## src/design/hsl2rgb_pkg.sv

```systemverilog
// shared constants, types and elaboration-time tables for the hsl to rgb converter
package hsl2rgb_pkg;

   // fixed-point format of all fractions
   localparam int FRAC_BITS = 16;
   localparam int FX_W      = FRAC_BITS + 1;

   // field widths
   localparam int HUE_W  = 16;
   localparam int PCT_W  = 8;
   localparam int PCTI_W = 7;
   localparam int CH_W   = 8;
   localparam int HMOD_W = 9;

   localparam int HUE_RANGE = 360;
   localparam int PCT_MAX   = 100;
   localparam int HALF_PCT  = 50;
   localparam int CH_MAX    = 255;

   localparam int REQ_DATA_W = 32;
   localparam int RSP_DATA_W = 24;

   typedef logic [FX_W-1:0] fx_type;
   typedef logic [FX_W:0]   level_type;

   localparam fx_type FX_ONE        = {1'b1, {FRAC_BITS{1'b0}}};
   localparam fx_type FX_THIRD      = FX_W'((64'd1 << FRAC_BITS) / 64'd3);
   localparam fx_type FX_TWO_THIRDS = FX_W'((64'd2 << FRAC_BITS) / 64'd3);

   // coarse reciprocal of 360 for hue mod 360, quotient estimate is exact or one low
   localparam int HQ_SHIFT = 24;
   localparam int HQ_W     = 8;
   localparam int HQ_RCP_W = 16;
   localparam logic [HQ_RCP_W-1:0] HQ_RCP = HQ_RCP_W'((64'd1 << HQ_SHIFT) / 64'd360);

   // fine reciprocal of 360 for the hue fraction, estimate is exact or one low
   localparam int HF_N_W   = HMOD_W + FRAC_BITS;
   localparam int HF_SHIFT = HF_N_W;
   localparam int HF_RCP_W = FRAC_BITS + 1;
   localparam logic [HF_RCP_W-1:0] HF_RCP = HF_RCP_W'((64'd1 << HF_SHIFT) / 64'd360);

   typedef fx_type pct_fx_table_type [0:PCT_MAX];
   typedef logic [CH_W-1:0] grey_table_type [0:PCT_MAX];

   function automatic pct_fx_table_type build_pct_fx();
      pct_fx_table_type t;
      for (int i = 0; i <= PCT_MAX; i++) begin
         t[i] = FX_W'((64'(i) << FRAC_BITS) / PCT_MAX);
      end
      return t;
   endfunction

   function automatic grey_table_type build_grey();
      grey_table_type t;
      for (int i = 0; i <= PCT_MAX; i++) begin
         t[i] = CH_W'((i * CH_MAX) / PCT_MAX);
      end
      return t;
   endfunction

   localparam pct_fx_table_type PCT_FX   = build_pct_fx();
   localparam grey_table_type   GREY_LVL = build_grey();

endpackage

```

## src/design/hsl_to_rgb_converter_top.sv

```systemverilog
// hsl to rgb converter: seven-stage pipeline, one colour per beat
//
//   channel   dir   tdata fields (low bit up)                  notes
//   req_*     in    hue_deg[15:0] sat_pct[23:16] light[31:24]  one colour per beat
//   rsp_*     out   red[7:0] green[15:8] blue[23:16]           one result per beat
//
// one beat per clock sustained while rsp_tready stays high; rsp_tvalid rises once the beat reaches stage 7
// each stage holds its own valid bit and advances when the stage after it is empty
// or moving, so bubbles close up under a stalled output
// req_tready drops only when every stage holds a beat and rsp_tready is low
// reset clears the valid bits; the datapath registers are not reset
module hsl_to_rgb_converter_top
   import hsl2rgb_pkg::*;
(
   input  logic                  clock,
   input  logic                  reset,
   input  logic                  req_tvalid,
   output logic                  req_tready,
   input  logic [REQ_DATA_W-1:0] req_tdata,   // hue_deg, saturation_pct, lightness_pct
   output logic                  rsp_tvalid,
   input  logic                  rsp_tready,
   output logic [RSP_DATA_W-1:0] rsp_tdata    // red, green, blue
);

   localparam int STAGES = 7;
   localparam int LAST   = STAGES - 1;

   logic [STAGES-1:0] vld_ff, vld_in, take;

   // stage 1
   logic [HUE_W-1:0]  hue_s1_ff, hue_s1_in;
   logic [HQ_W-1:0]   hq_s1_ff, hq_s1_in;
   fx_type            s_s1_ff, s_s1_in, l_s1_ff, l_s1_in;
   logic              lt_s1_ff, lt_s1_in, grey_s1_ff, grey_s1_in;
   logic [CH_W-1:0]   gval_s1_ff, gval_s1_in;
   // stage 2
   logic [HMOD_W-1:0]   hmod_s2_ff, hmod_s2_in;
   logic [2*FX_W:0]     t1p_s2_ff, t1p_s2_in;
   fx_type              s_s2_ff, l_s2_ff;
   logic                lt_s2_ff, grey_s2_ff;
   logic [CH_W-1:0]     gval_s2_ff;
   // stage 3
   logic [HMOD_W-1:0] hmod_s3_ff;
   fx_type            hfq_s3_ff, hfq_s3_in, t1_s3_ff, t1_s3_in, l_s3_ff;
   logic              grey_s3_ff;
   logic [CH_W-1:0]   gval_s3_ff;
   // stage 4
   fx_type            h_s4_ff, h_s4_in, lo_s4_ff, lo_s4_in, d_s4_ff, d_s4_in;
   logic              grey_s4_ff;
   logic [CH_W-1:0]   gval_s4_ff;
   // stage 5
   fx_type            m_s5_ff [0:2];
   fx_type            m_s5_in [0:2];
   fx_type            lo_s5_ff, d_s5_ff;
   logic              grey_s5_ff;
   logic [CH_W-1:0]   gval_s5_ff;
   // stage 6
   level_type         v_s6_ff [0:2];
   level_type         v_s6_in [0:2];
   logic              grey_s6_ff;
   logic [CH_W-1:0]   gval_s6_ff;
   // stage 7
   logic [RSP_DATA_W-1:0] rsp_data_ff, rsp_data_in;

   // handshake and valid chain
   always_comb begin
      take[LAST] = !vld_ff[LAST] || rsp_tready;
      for (int i = LAST - 1; i >= 0; i--) begin
         take[i] = !vld_ff[i] || take[i+1];
      end
      vld_in[0] = take[0] ? req_tvalid : vld_ff[0];
      for (int i = 1; i < STAGES; i++) begin
         vld_in[i] = take[i] ? vld_ff[i-1] : vld_ff[i];
      end
   end

   always_ff @(posedge clock) begin
      if (reset) begin
         vld_ff <= '0;
      end else begin
         vld_ff <= vld_in;
      end
   end

   assign req_tready = take[0];
   assign rsp_tvalid = vld_ff[LAST];
   assign rsp_tdata  = rsp_data_ff;

   // stage 1: clamp, percent tables, coarse hue quotient
   logic [PCTI_W-1:0]         sat_cl, lit_cl;
   logic [HUE_W+HQ_RCP_W-1:0] hq_prod;

   always_comb begin
      sat_cl = (req_tdata[HUE_W +: PCT_W] > PCT_W'(PCT_MAX)) ? PCTI_W'(PCT_MAX)
                                                             : req_tdata[HUE_W +: PCTI_W];
      lit_cl = (req_tdata[HUE_W+PCT_W +: PCT_W] > PCT_W'(PCT_MAX)) ? PCTI_W'(PCT_MAX)
                                                                   : req_tdata[HUE_W+PCT_W +: PCTI_W];
      hue_s1_in  = req_tdata[HUE_W-1:0];
      hq_prod    = (HUE_W+HQ_RCP_W)'(hue_s1_in) * (HUE_W+HQ_RCP_W)'(HQ_RCP);
      hq_s1_in   = hq_prod[HQ_SHIFT +: HQ_W];
      s_s1_in    = PCT_FX[sat_cl];
      l_s1_in    = PCT_FX[lit_cl];
      lt_s1_in   = lit_cl < PCTI_W'(HALF_PCT);
      grey_s1_in = sat_cl == '0;
      gval_s1_in = GREY_LVL[lit_cl];
   end

   // stage 2: hue mod 360, product for the upper level
   logic [HUE_W:0] hq_x360, hrem;
   logic [FX_W:0]  t1_b;

   always_comb begin
      hq_x360    = (HUE_W+1)'(hq_s1_ff) * (HUE_W+1)'(HUE_RANGE);
      hrem       = (HUE_W+1)'(hue_s1_ff) - hq_x360;
      hmod_s2_in = (hrem >= (HUE_W+1)'(HUE_RANGE)) ? HMOD_W'(hrem - (HUE_W+1)'(HUE_RANGE))
                                                    : HMOD_W'(hrem);
      t1_b       = lt_s1_ff ? ((FX_W+1)'(FX_ONE) + (FX_W+1)'(s_s1_ff)) : (FX_W+1)'(s_s1_ff);
      t1p_s2_in  = (2*FX_W+1)'(l_s1_ff) * (2*FX_W+1)'(t1_b);
   end

   // stage 3: hue fraction estimate, upper level
   logic [HF_N_W-1:0]          hf_n3;
   logic [HF_N_W+HF_RCP_W-1:0] hf_prod;
   logic [FX_W+1:0]            t1p_hi, t1_full;

   always_comb begin
      hf_n3     = {hmod_s2_ff, {FRAC_BITS{1'b0}}};
      hf_prod   = (HF_N_W+HF_RCP_W)'(hf_n3) * (HF_N_W+HF_RCP_W)'(HF_RCP);
      hfq_s3_in = hf_prod[HF_SHIFT +: FX_W];
      t1p_hi    = (FX_W+2)'(t1p_s2_ff[FRAC_BITS +: FX_W+1]);
      t1_full   = lt_s2_ff ? t1p_hi
                           : ((FX_W+2)'(l_s2_ff) + (FX_W+2)'(s_s2_ff) - t1p_hi);
      t1_s3_in  = t1_full[FX_W-1:0];
   end

   // stage 4: hue fraction correction, lower level and spread
   logic [HF_N_W:0] hf_n4, hfq_x360, hf_rem;
   logic [FX_W:0]   two_l, t2_diff;

   always_comb begin
      hf_n4    = (HF_N_W+1)'({hmod_s3_ff, {FRAC_BITS{1'b0}}});
      hfq_x360 = (HF_N_W+1)'(hfq_s3_ff) * (HF_N_W+1)'(HUE_RANGE);
      hf_rem   = hf_n4 - hfq_x360;
      h_s4_in  = (hf_rem >= (HF_N_W+1)'(HUE_RANGE)) ? hfq_s3_ff + FX_W'(1) : hfq_s3_ff;
      two_l    = {l_s3_ff, 1'b0};
      t2_diff  = two_l - (FX_W+1)'(t1_s3_ff);
      lo_s4_in = (two_l < (FX_W+1)'(t1_s3_ff)) ? '0 : t2_diff[FX_W-1:0];
      d_s4_in  = (t1_s3_ff >= lo_s4_in) ? t1_s3_ff - lo_s4_in : '0;
   end

   // ramp weight: 6c on the rising edge, one on the plateau, 6(2/3-c) falling, else zero
   function automatic fx_type ramp_weight(input fx_type c);
      logic [FX_W+2:0] six_c, six_rem;
      logic [FX_W:0]   two_c;
      logic [FX_W+1:0] three_c;
      fx_type          rem;
      six_c   = (FX_W+3)'({c, 2'b00}) + (FX_W+3)'({c, 1'b0});
      two_c   = {c, 1'b0};
      three_c = (FX_W+2)'({c, 1'b0}) + (FX_W+2)'(c);
      rem     = (c <= FX_TWO_THIRDS) ? FX_TWO_THIRDS - c : '0;
      six_rem = (FX_W+3)'({rem, 2'b00}) + (FX_W+3)'({rem, 1'b0});
      if (six_c < (FX_W+3)'(FX_ONE)) begin
         return six_c[FX_W-1:0];
      end else if (two_c < (FX_W+1)'(FX_ONE)) begin
         return FX_ONE;
      end else if (three_c < (FX_W+2)'({FX_ONE, 1'b0})) begin
         return six_rem[FX_W-1:0];
      end else begin
         return '0;
      end
   endfunction

   // stage 5: channel positions wrapped into one turn, ramp weights
   logic [FX_W:0] c0_sum;
   fx_type        c0, c2;

   always_comb begin
      c0_sum = (FX_W+1)'(h_s4_ff) + (FX_W+1)'(FX_THIRD);
      c0     = (c0_sum > (FX_W+1)'(FX_ONE)) ? FX_W'(c0_sum - (FX_W+1)'(FX_ONE))
                                             : FX_W'(c0_sum);
      c2     = (h_s4_ff >= FX_THIRD) ? h_s4_ff - FX_THIRD : h_s4_ff + (FX_ONE - FX_THIRD);
      m_s5_in[0] = ramp_weight(c0);
      m_s5_in[1] = ramp_weight(h_s4_ff);
      m_s5_in[2] = ramp_weight(c2);
   end

   // stage 6: channel level = lo + d * weight
   logic [2*FX_W-1:0] wprod [0:2];

   always_comb begin
      for (int k = 0; k < 3; k++) begin
         wprod[k]   = (2*FX_W)'(d_s5_ff) * (2*FX_W)'(m_s5_ff[k]);
         v_s6_in[k] = (FX_W+1)'(lo_s5_ff) + wprod[k][FRAC_BITS +: FX_W+1];
      end
   end

   // stage 7: scale by 255, saturate, grey bypass
   logic [FX_W+8:0] scaled [0:2];
   logic [CH_W+1:0] chan_hi [0:2];
   logic [CH_W-1:0] chan [0:2];

   always_comb begin
      for (int k = 0; k < 3; k++) begin
         scaled[k]  = (FX_W+9)'({v_s6_ff[k], 8'b0}) - (FX_W+9)'(v_s6_ff[k]);
         chan_hi[k] = scaled[k][FRAC_BITS +: CH_W+2];
         chan[k]    = (chan_hi[k] > (CH_W+2)'(CH_MAX)) ? CH_W'(CH_MAX) : chan_hi[k][CH_W-1:0];
      end
      rsp_data_in = grey_s6_ff ? {gval_s6_ff, gval_s6_ff, gval_s6_ff}
                               : {chan[2], chan[1], chan[0]};
   end

   // datapath registers, each stage loads when it advances
   always_ff @(posedge clock) begin
      if (take[0]) begin
         hue_s1_ff  <= hue_s1_in;
         hq_s1_ff   <= hq_s1_in;
         s_s1_ff    <= s_s1_in;
         l_s1_ff    <= l_s1_in;
         lt_s1_ff   <= lt_s1_in;
         grey_s1_ff <= grey_s1_in;
         gval_s1_ff <= gval_s1_in;
      end
      if (take[1]) begin
         hmod_s2_ff <= hmod_s2_in;
         t1p_s2_ff  <= t1p_s2_in;
         s_s2_ff    <= s_s1_ff;
         l_s2_ff    <= l_s1_ff;
         lt_s2_ff   <= lt_s1_ff;
         grey_s2_ff <= grey_s1_ff;
         gval_s2_ff <= gval_s1_ff;
      end
      if (take[2]) begin
         hmod_s3_ff <= hmod_s2_ff;
         hfq_s3_ff  <= hfq_s3_in;
         t1_s3_ff   <= t1_s3_in;
         l_s3_ff    <= l_s2_ff;
         grey_s3_ff <= grey_s2_ff;
         gval_s3_ff <= gval_s2_ff;
      end
      if (take[3]) begin
         h_s4_ff    <= h_s4_in;
         lo_s4_ff   <= lo_s4_in;
         d_s4_ff    <= d_s4_in;
         grey_s4_ff <= grey_s3_ff;
         gval_s4_ff <= gval_s3_ff;
      end
      if (take[4]) begin
         m_s5_ff    <= m_s5_in;
         lo_s5_ff   <= lo_s4_ff;
         d_s5_ff    <= d_s4_ff;
         grey_s5_ff <= grey_s4_ff;
         gval_s5_ff <= gval_s4_ff;
      end
      if (take[5]) begin
         v_s6_ff    <= v_s6_in;
         grey_s6_ff <= grey_s5_ff;
         gval_s6_ff <= gval_s5_ff;
      end
      if (take[6]) begin
         rsp_data_ff <= rsp_data_in;
      end
   end

`ifndef SYNTHESIS
   // an empty output stage means the whole chain can move
   a_ready_when_out_empty: assert property (@(posedge clock) disable iff (reset)
      !rsp_tvalid |-> req_tready)
      else $error("input stalled while output stage empty");

   // a held middle stage keeps its beat
   a_mid_stage_holds: assert property (@(posedge clock) disable iff (reset)
      vld_ff[3] && !take[3] |=> vld_ff[3] && $stable(h_s4_ff) && $stable(d_s4_ff))
      else $error("stalled stage lost or changed its beat");

   // the two levels never leave the unit range
   a_levels_in_range: assert property (@(posedge clock) disable iff (reset)
      vld_ff[3] |-> ((FX_W+1)'(lo_s4_ff) + (FX_W+1)'(d_s4_ff)) <= (FX_W+1)'(FX_ONE))
      else $error("upper level above one");

   a_reset_empties: assert property (@(posedge clock)
      reset |=> vld_ff == '0)
      else $error("pipeline not empty after reset");
`endif

endmodule

```

## config.mk

```make
export PLATFORM = sky130hd
export DESIGN_NAME = hsl_to_rgb_converter_top
export DESIGN_NICKNAME = d
export VERILOG_FILES = /design/src/design/hsl2rgb_pkg.sv /design/src/design/hsl_to_rgb_converter_top.sv
export SDC_FILE = /design/constraint.sdc
export NUM_CORES = 2
export LEC_CHECK = 0
export BUFFER_PORTS_ARGS = -buffer_cell sky130_fd_sc_hd__buf_2
export CORE_MARGIN = 8
export CORE_UTILIZATION = 55
export DETAILED_ROUTE_END_ITERATION = 10
export PLACE_DENSITY = 0.71
export SYNTH_ARGS = -nofsm -noshare
export SYNTH_HDL_FRONTEND = slang
export SYNTH_SLANG_ARGS = --single-unit
```

## constraint.sdc

```tcl
create_clock -name clock -period 10.1 [get_ports clock]
set_clock_uncertainty 0.2 [all_clocks]
set_input_delay 2.02 -clock clock [delete_from_list [all_inputs] [get_ports clock]]
set_output_delay 2.02 -clock clock [all_outputs]
set_load 0.005 [all_outputs]
```

# --- Word-level counts from Yosys, hierarchy flattened ---
# Memories as Yosys holds them, arrays and structs flattened. A register that Yosys moved wholly into a read port is not among the register bits.
# Index checks and enable logic that the tools add are counted.
op_classes:
  add_sub_neg: 31
  multipliers: 8
  n_lt_le_gt_ge: 24
  n_mux: 25
  n_bitwise: 2
  reduce_logical: 15
op_table:
  columns: ["operator", "count"]
  rows:
  - ["$mux 17", 14]
  - ["$mul 17x17->34", 3]
  - ["$sub 26x18->26", 3]
  - ["$add 17x17->17", 4]
  - ["$add 19x18->20", 3]
  - ["$lt 20x17->1 const B", 3]
  - ["$add 18x17->19", 3]
  - ["$lt 19x18->1 const B", 3]
  - ["$add 17x18->18", 3]
  - ["$lt 18x17->1 const B", 3]
  - ["$le 17x16->1 const B", 3]
  - ["$sub 17x17->17", 3]
  - ["$mux 16", 3]
  - ["$sub 16x16->16 const A", 3]
  - ["$mul 17x18->33", 1]
  - ["$mul 16x16->32 const B", 1]
  - ["$gt 10x8->1 const B", 3]
  - ["$ge 26x9->1 const B", 1]
  - ["$sub 25x26->26", 1]
  - ["$mul 9x16->25 const B", 1]
  - ["$mux 24", 1]
  - ["$mux 8", 3]
  - ["$mul 17x6->23 const B", 1]
  - ["$add 17x15->18 const B", 1]
  - ["22 further kinds", 37]
totals:
  register_bits: 429
  romBits: 5376
  out_inout_bits: 26
  wordCells: 150
  n_memories: 3
mem_list:
  columns: ["name", "words", "word_bits", "rd", "rd_ports_with_merged_regs", "wr", "line_no", "text"]
  rows:
  - ["(no name shown)", 128, 17, 1, 1, 0, "hsl_to_rgb_converter_top.sv:102", "l_s1_in = PCT_FX[lit_cl];"]
  - ["(no name shown)", 128, 17, 1, 1, 0, "hsl_to_rgb_converter_top.sv:101", "s_s1_in = PCT_FX[sat_cl];"]
  - ["(no name shown)", 128, 8, 1, 1, 0, "hsl_to_rgb_converter_top.sv:105", "gval_s1_in = GREY_LVL[lit_cl];"]

# --- Depth between registers and ports, before layout ---
depth:
  depth_word: 9
  depth_mapped: 37

# --- Worst setup path after synthesis ---
# OpenSTA, ideal clock, no wires.
synth_path:
  kind: "reg-to-reg"
  startpoint: "register d_s5_ff[11]"
  endpoint: "register v_s6_ff[35] (netlist bit), data pin"
  setup_time_ns: 0.260
  arrival_time_ns: 7.972
  t_required_ns: 9.640
  path_slack_ns: 1.668
  stages_incl_launch_ff: 35
  n_path_buf: 2
  period_less_slack_ns: 8.432
  cell_sequence: "edfxtp_1 -> clkbuf_1 -> clkbuf_1 -> nand2_1 -> fa_1 -> fa_1 -> fa_1 -> inv_1 -> fa_1 -> fa_1 -> inv_1 -> fa_1 -> inv_1 -> ha_1 -> a21o_1 -> a21o_1 -> a21o_1 -> a2111o_1 -> a31o_2 -> a31oi_1 -> nor2b_1 -> nor2_1 -> nor2b_1 -> nor2_1 -> o21bai_1 -> xor2_1 -> ha_1 -> and3_1 -> a21oi_1 -> o21ai_0 -> o41a_1 -> a211o_1 -> a21oi_1 -> xnor2_1 -> xnor2_1"
synth_rtl:
  columns: ["item", "line_no", "text"]
  rows:
  - ["start, declared", "hsl_to_rgb_converter_top.sv:54", "fx_type lo_s5_ff, d_s5_ff;"]
  - ["start signal, assigned", "hsl_to_rgb_converter_top.sv:250", "d_s5_ff <= d_s4_ff;"]
  - ["end signal, assigned", "hsl_to_rgb_converter_top.sv:255", "v_s6_ff <= v_s6_in;"]
  - ["end, declared", "hsl_to_rgb_converter_top.sv:58", "level_type v_s6_ff [0:2];"]

==> metrics.csv <==
metric,value,unit
status,"finished, final reports clean",
WL per Instance,19.4,um
Die ar.,154000,um^2
R2R setup slack,0.94,ns
GRT Total Usage,0.262,
grt total ovfl,0,
crit-path most repeated cell,fa_1,
Worst Setup End Kind,register,
post-route cell area,81700,um^2
largest net degree at the start of global routing,78,
first-pass GRT wire length,324000,um
Syn Area/Cell,9.07,um^2
Buffers on Ports,61,
maximum clock path buffer count,3,
vias in the first global route,61100,
die height,392,um
CP peak stage delay,0.93,ns
antenna violations before repair,7,
crit path DAT,9.37,ns
Crit Path Category,reg2reg,
RR Startpoint,d_s5_ff[10],
Final Hold Violating Endpoints,0,
CTS tree,done,
RSZ-0062 raised after global routing,false,
Mapped Area,77700,um^2
cell count after synthesis,8569,
post-synthesis cell type count,99,
final WL,201000,um
Yosys reg bits,452,
DRT iter0 DRCs,4124,
"CP delay by family, top",adder cells,
core box area,141000,um^2
Tightest Pin Transition,1.31,ns
FP Rows,138,
most frequent cells in the layout,"1637 x inv_1, 1048 x ha_1, 1018 x fa_1",
"most common cell after layout, fill and taps aside",inv_1,
RD Place Congestion,0.949,
Top Layer Used,met4,
First-pass DRT Iterations,6,
Async SR Flop Fraction,0,
Area growth syn-to-layout,5.09,%
Max-Cap Viols,0,
Worst Setup Start Kind,register,
Final Non-Filler Cells,10400,
Critical path buffers and inverters,3,
Placed Instances,10300,
Residual DRC,0,
Post-synth EDFFs,445,
crit-path max FO,22,
TritonCTS Buffers,54,
root buffer selected by CTS,clkbuf_16,
max-slew violation count,0,
# IOs,62,
Setup TNS Final,0,ns
Worst-path clk slew,0.06,ns
Final HPWL DP,160000,um
Synth Flop Type,edfxtp_1,
Slew headroom,0.127,
Yosys warnings,0,
Die Wd,392,um
register area share after synthesis,0.174,
worst skew pair latency,0.68,ns
Max Clk Rate,109,MHz
post-route ant nets,0,
"Cell Area, Placed",79800,um^2
post-cts sizing count,0,
Post-Syn Nets,10700,
cells on worst reg2reg path,32,
fin crit period,9.16,ns
share of cells above drive strength 1,0.0364,
Hold Path Class,reg2reg,
postcts setup bufs,0,
via count,59000,
metal2 WL,97600,um
WP data required,10.32,ns
Via density,5.69,
starting density of the core,0.552,
Max H-tree Level,2,
hold path endpoint,lo_s5_ff[15],
Worst Hold Launch,lo_s4_ff[15],
metal3 WL,12200,um
DRT met1 WL,80100,um
Worst Hold Depth,0,
period utilisation layout,0.907,
CTS Sinks,452,
reg-to-reg endpoint,v_s6_ff[35],
Hold Buf Count CTS,0,
Worst path slowest cell,edfxtp_1,
# nets final,10500,
Final Setup Violations,0,
WHS,0.214,ns
Levels on crit path,32,
[synth_stat cells, types with 92 or more instances]
cell type | n | area, um^2
edfxtp_1 | 445 | 13400
o21ai_0 | 287 | 1440
clkbuf_1 | 315 | 1180
and2_1 | 506 | 3170
xor2_1 | 121 | 1060
fa_1 | 1018 | 20400
nor2_1 | 434 | 1630
nand3_1 | 92 | 460
a21oi_1 | 373 | 1870
xnor2_1 | 264 | 2310
inv_1 | 1639 | 6150
a21o_1 | 123 | 923
nor3_1 | 112 | 561
ha_1 | 1048 | 13100
nand2_1 | 901 | 3380
[routing by layer]
metal  up-vias  track usage
met5         -            0
li1      27400            -
met3       516       0.0323
met4         0        0.123
met2      1953        0.452
met1     29100        0.326
[through the flow]
step,utilization,setup WS (ns)
after global routing,0.580,0.442
after CTS,0.580,0.982
after detailed placement,0.567,0.975
after floorplan,-,1.67
final,0.580,0.942
after global placement,0.567,1.24
[kinds of logic (layout without fill, tap and decap cells)]
kind of cell	count (synthesis)	count (layout)	synth area share
other	1	5	0.0000483
and+or+nand+nor	2326	2326	0.142
muxes	33	33	0.00456
xor gates and xnor gates	385	385	0.0434
buffers and inverters	1986	1903	0.0962
DFF	452	452	0.174
AOI/OAI and AO/OA	1320	1320	0.109
adders and majority gates	2066	2066	0.431
[area by class of cell]
cell class | count | area, um^2
diodes | 4 | 10.0
clock buffers | 58 | 1370
clock inverters | 40 | 445
fillers | 12400 | 59200
inverters | 1646 | 6180
multi-input cells | 6131 | 56800
flip-flops and latches | 452 | 13500
well taps | 1890 | 2360
repair buffers | 159 | 1040
[registers in the layout (all words and copies together), names as in the netlist, 9 cells and up]
signal      cells
m_s5_ff        48
hfq_s3_ff      17
hmod_s3_ff      9
hue_s1_ff      16
d_s5_ff        17
lo_s4_ff       17
lo_s5_ff       17
h_s4_ff        17
t1p_s2_ff      17
t1_s3_ff       17
l_s1_ff        17
l_s2_ff        17
l_s3_ff        17
s_s1_ff        17
v_s6_ff        54
s_s2_ff        17
hmod_s2_ff      9
d_s4_ff        17
rsp_tdata      24
[how the worst max path moves through the flow]
stage / start / endpoint / slack, ns
floorplan: d_s5_ff[11] / v_s6_ff[35] / 1.67
global placement: d_s5_ff[6] / v_s6_ff[35] / 1.24
detailed placement: d_s5_ff[6] / v_s6_ff[35] / 0.97
CTS: d_s5_ff[6] / v_s6_ff[35] / 0.98
global route: d_s5_ff[3] / v_s6_ff[16] / 0.44
finish: d_s5_ff[10] / v_s6_ff[35] / 0.94
Power is not shown: default switching activity piles up to over one toggle a cycle in this logic, so the estimate is an artifact.
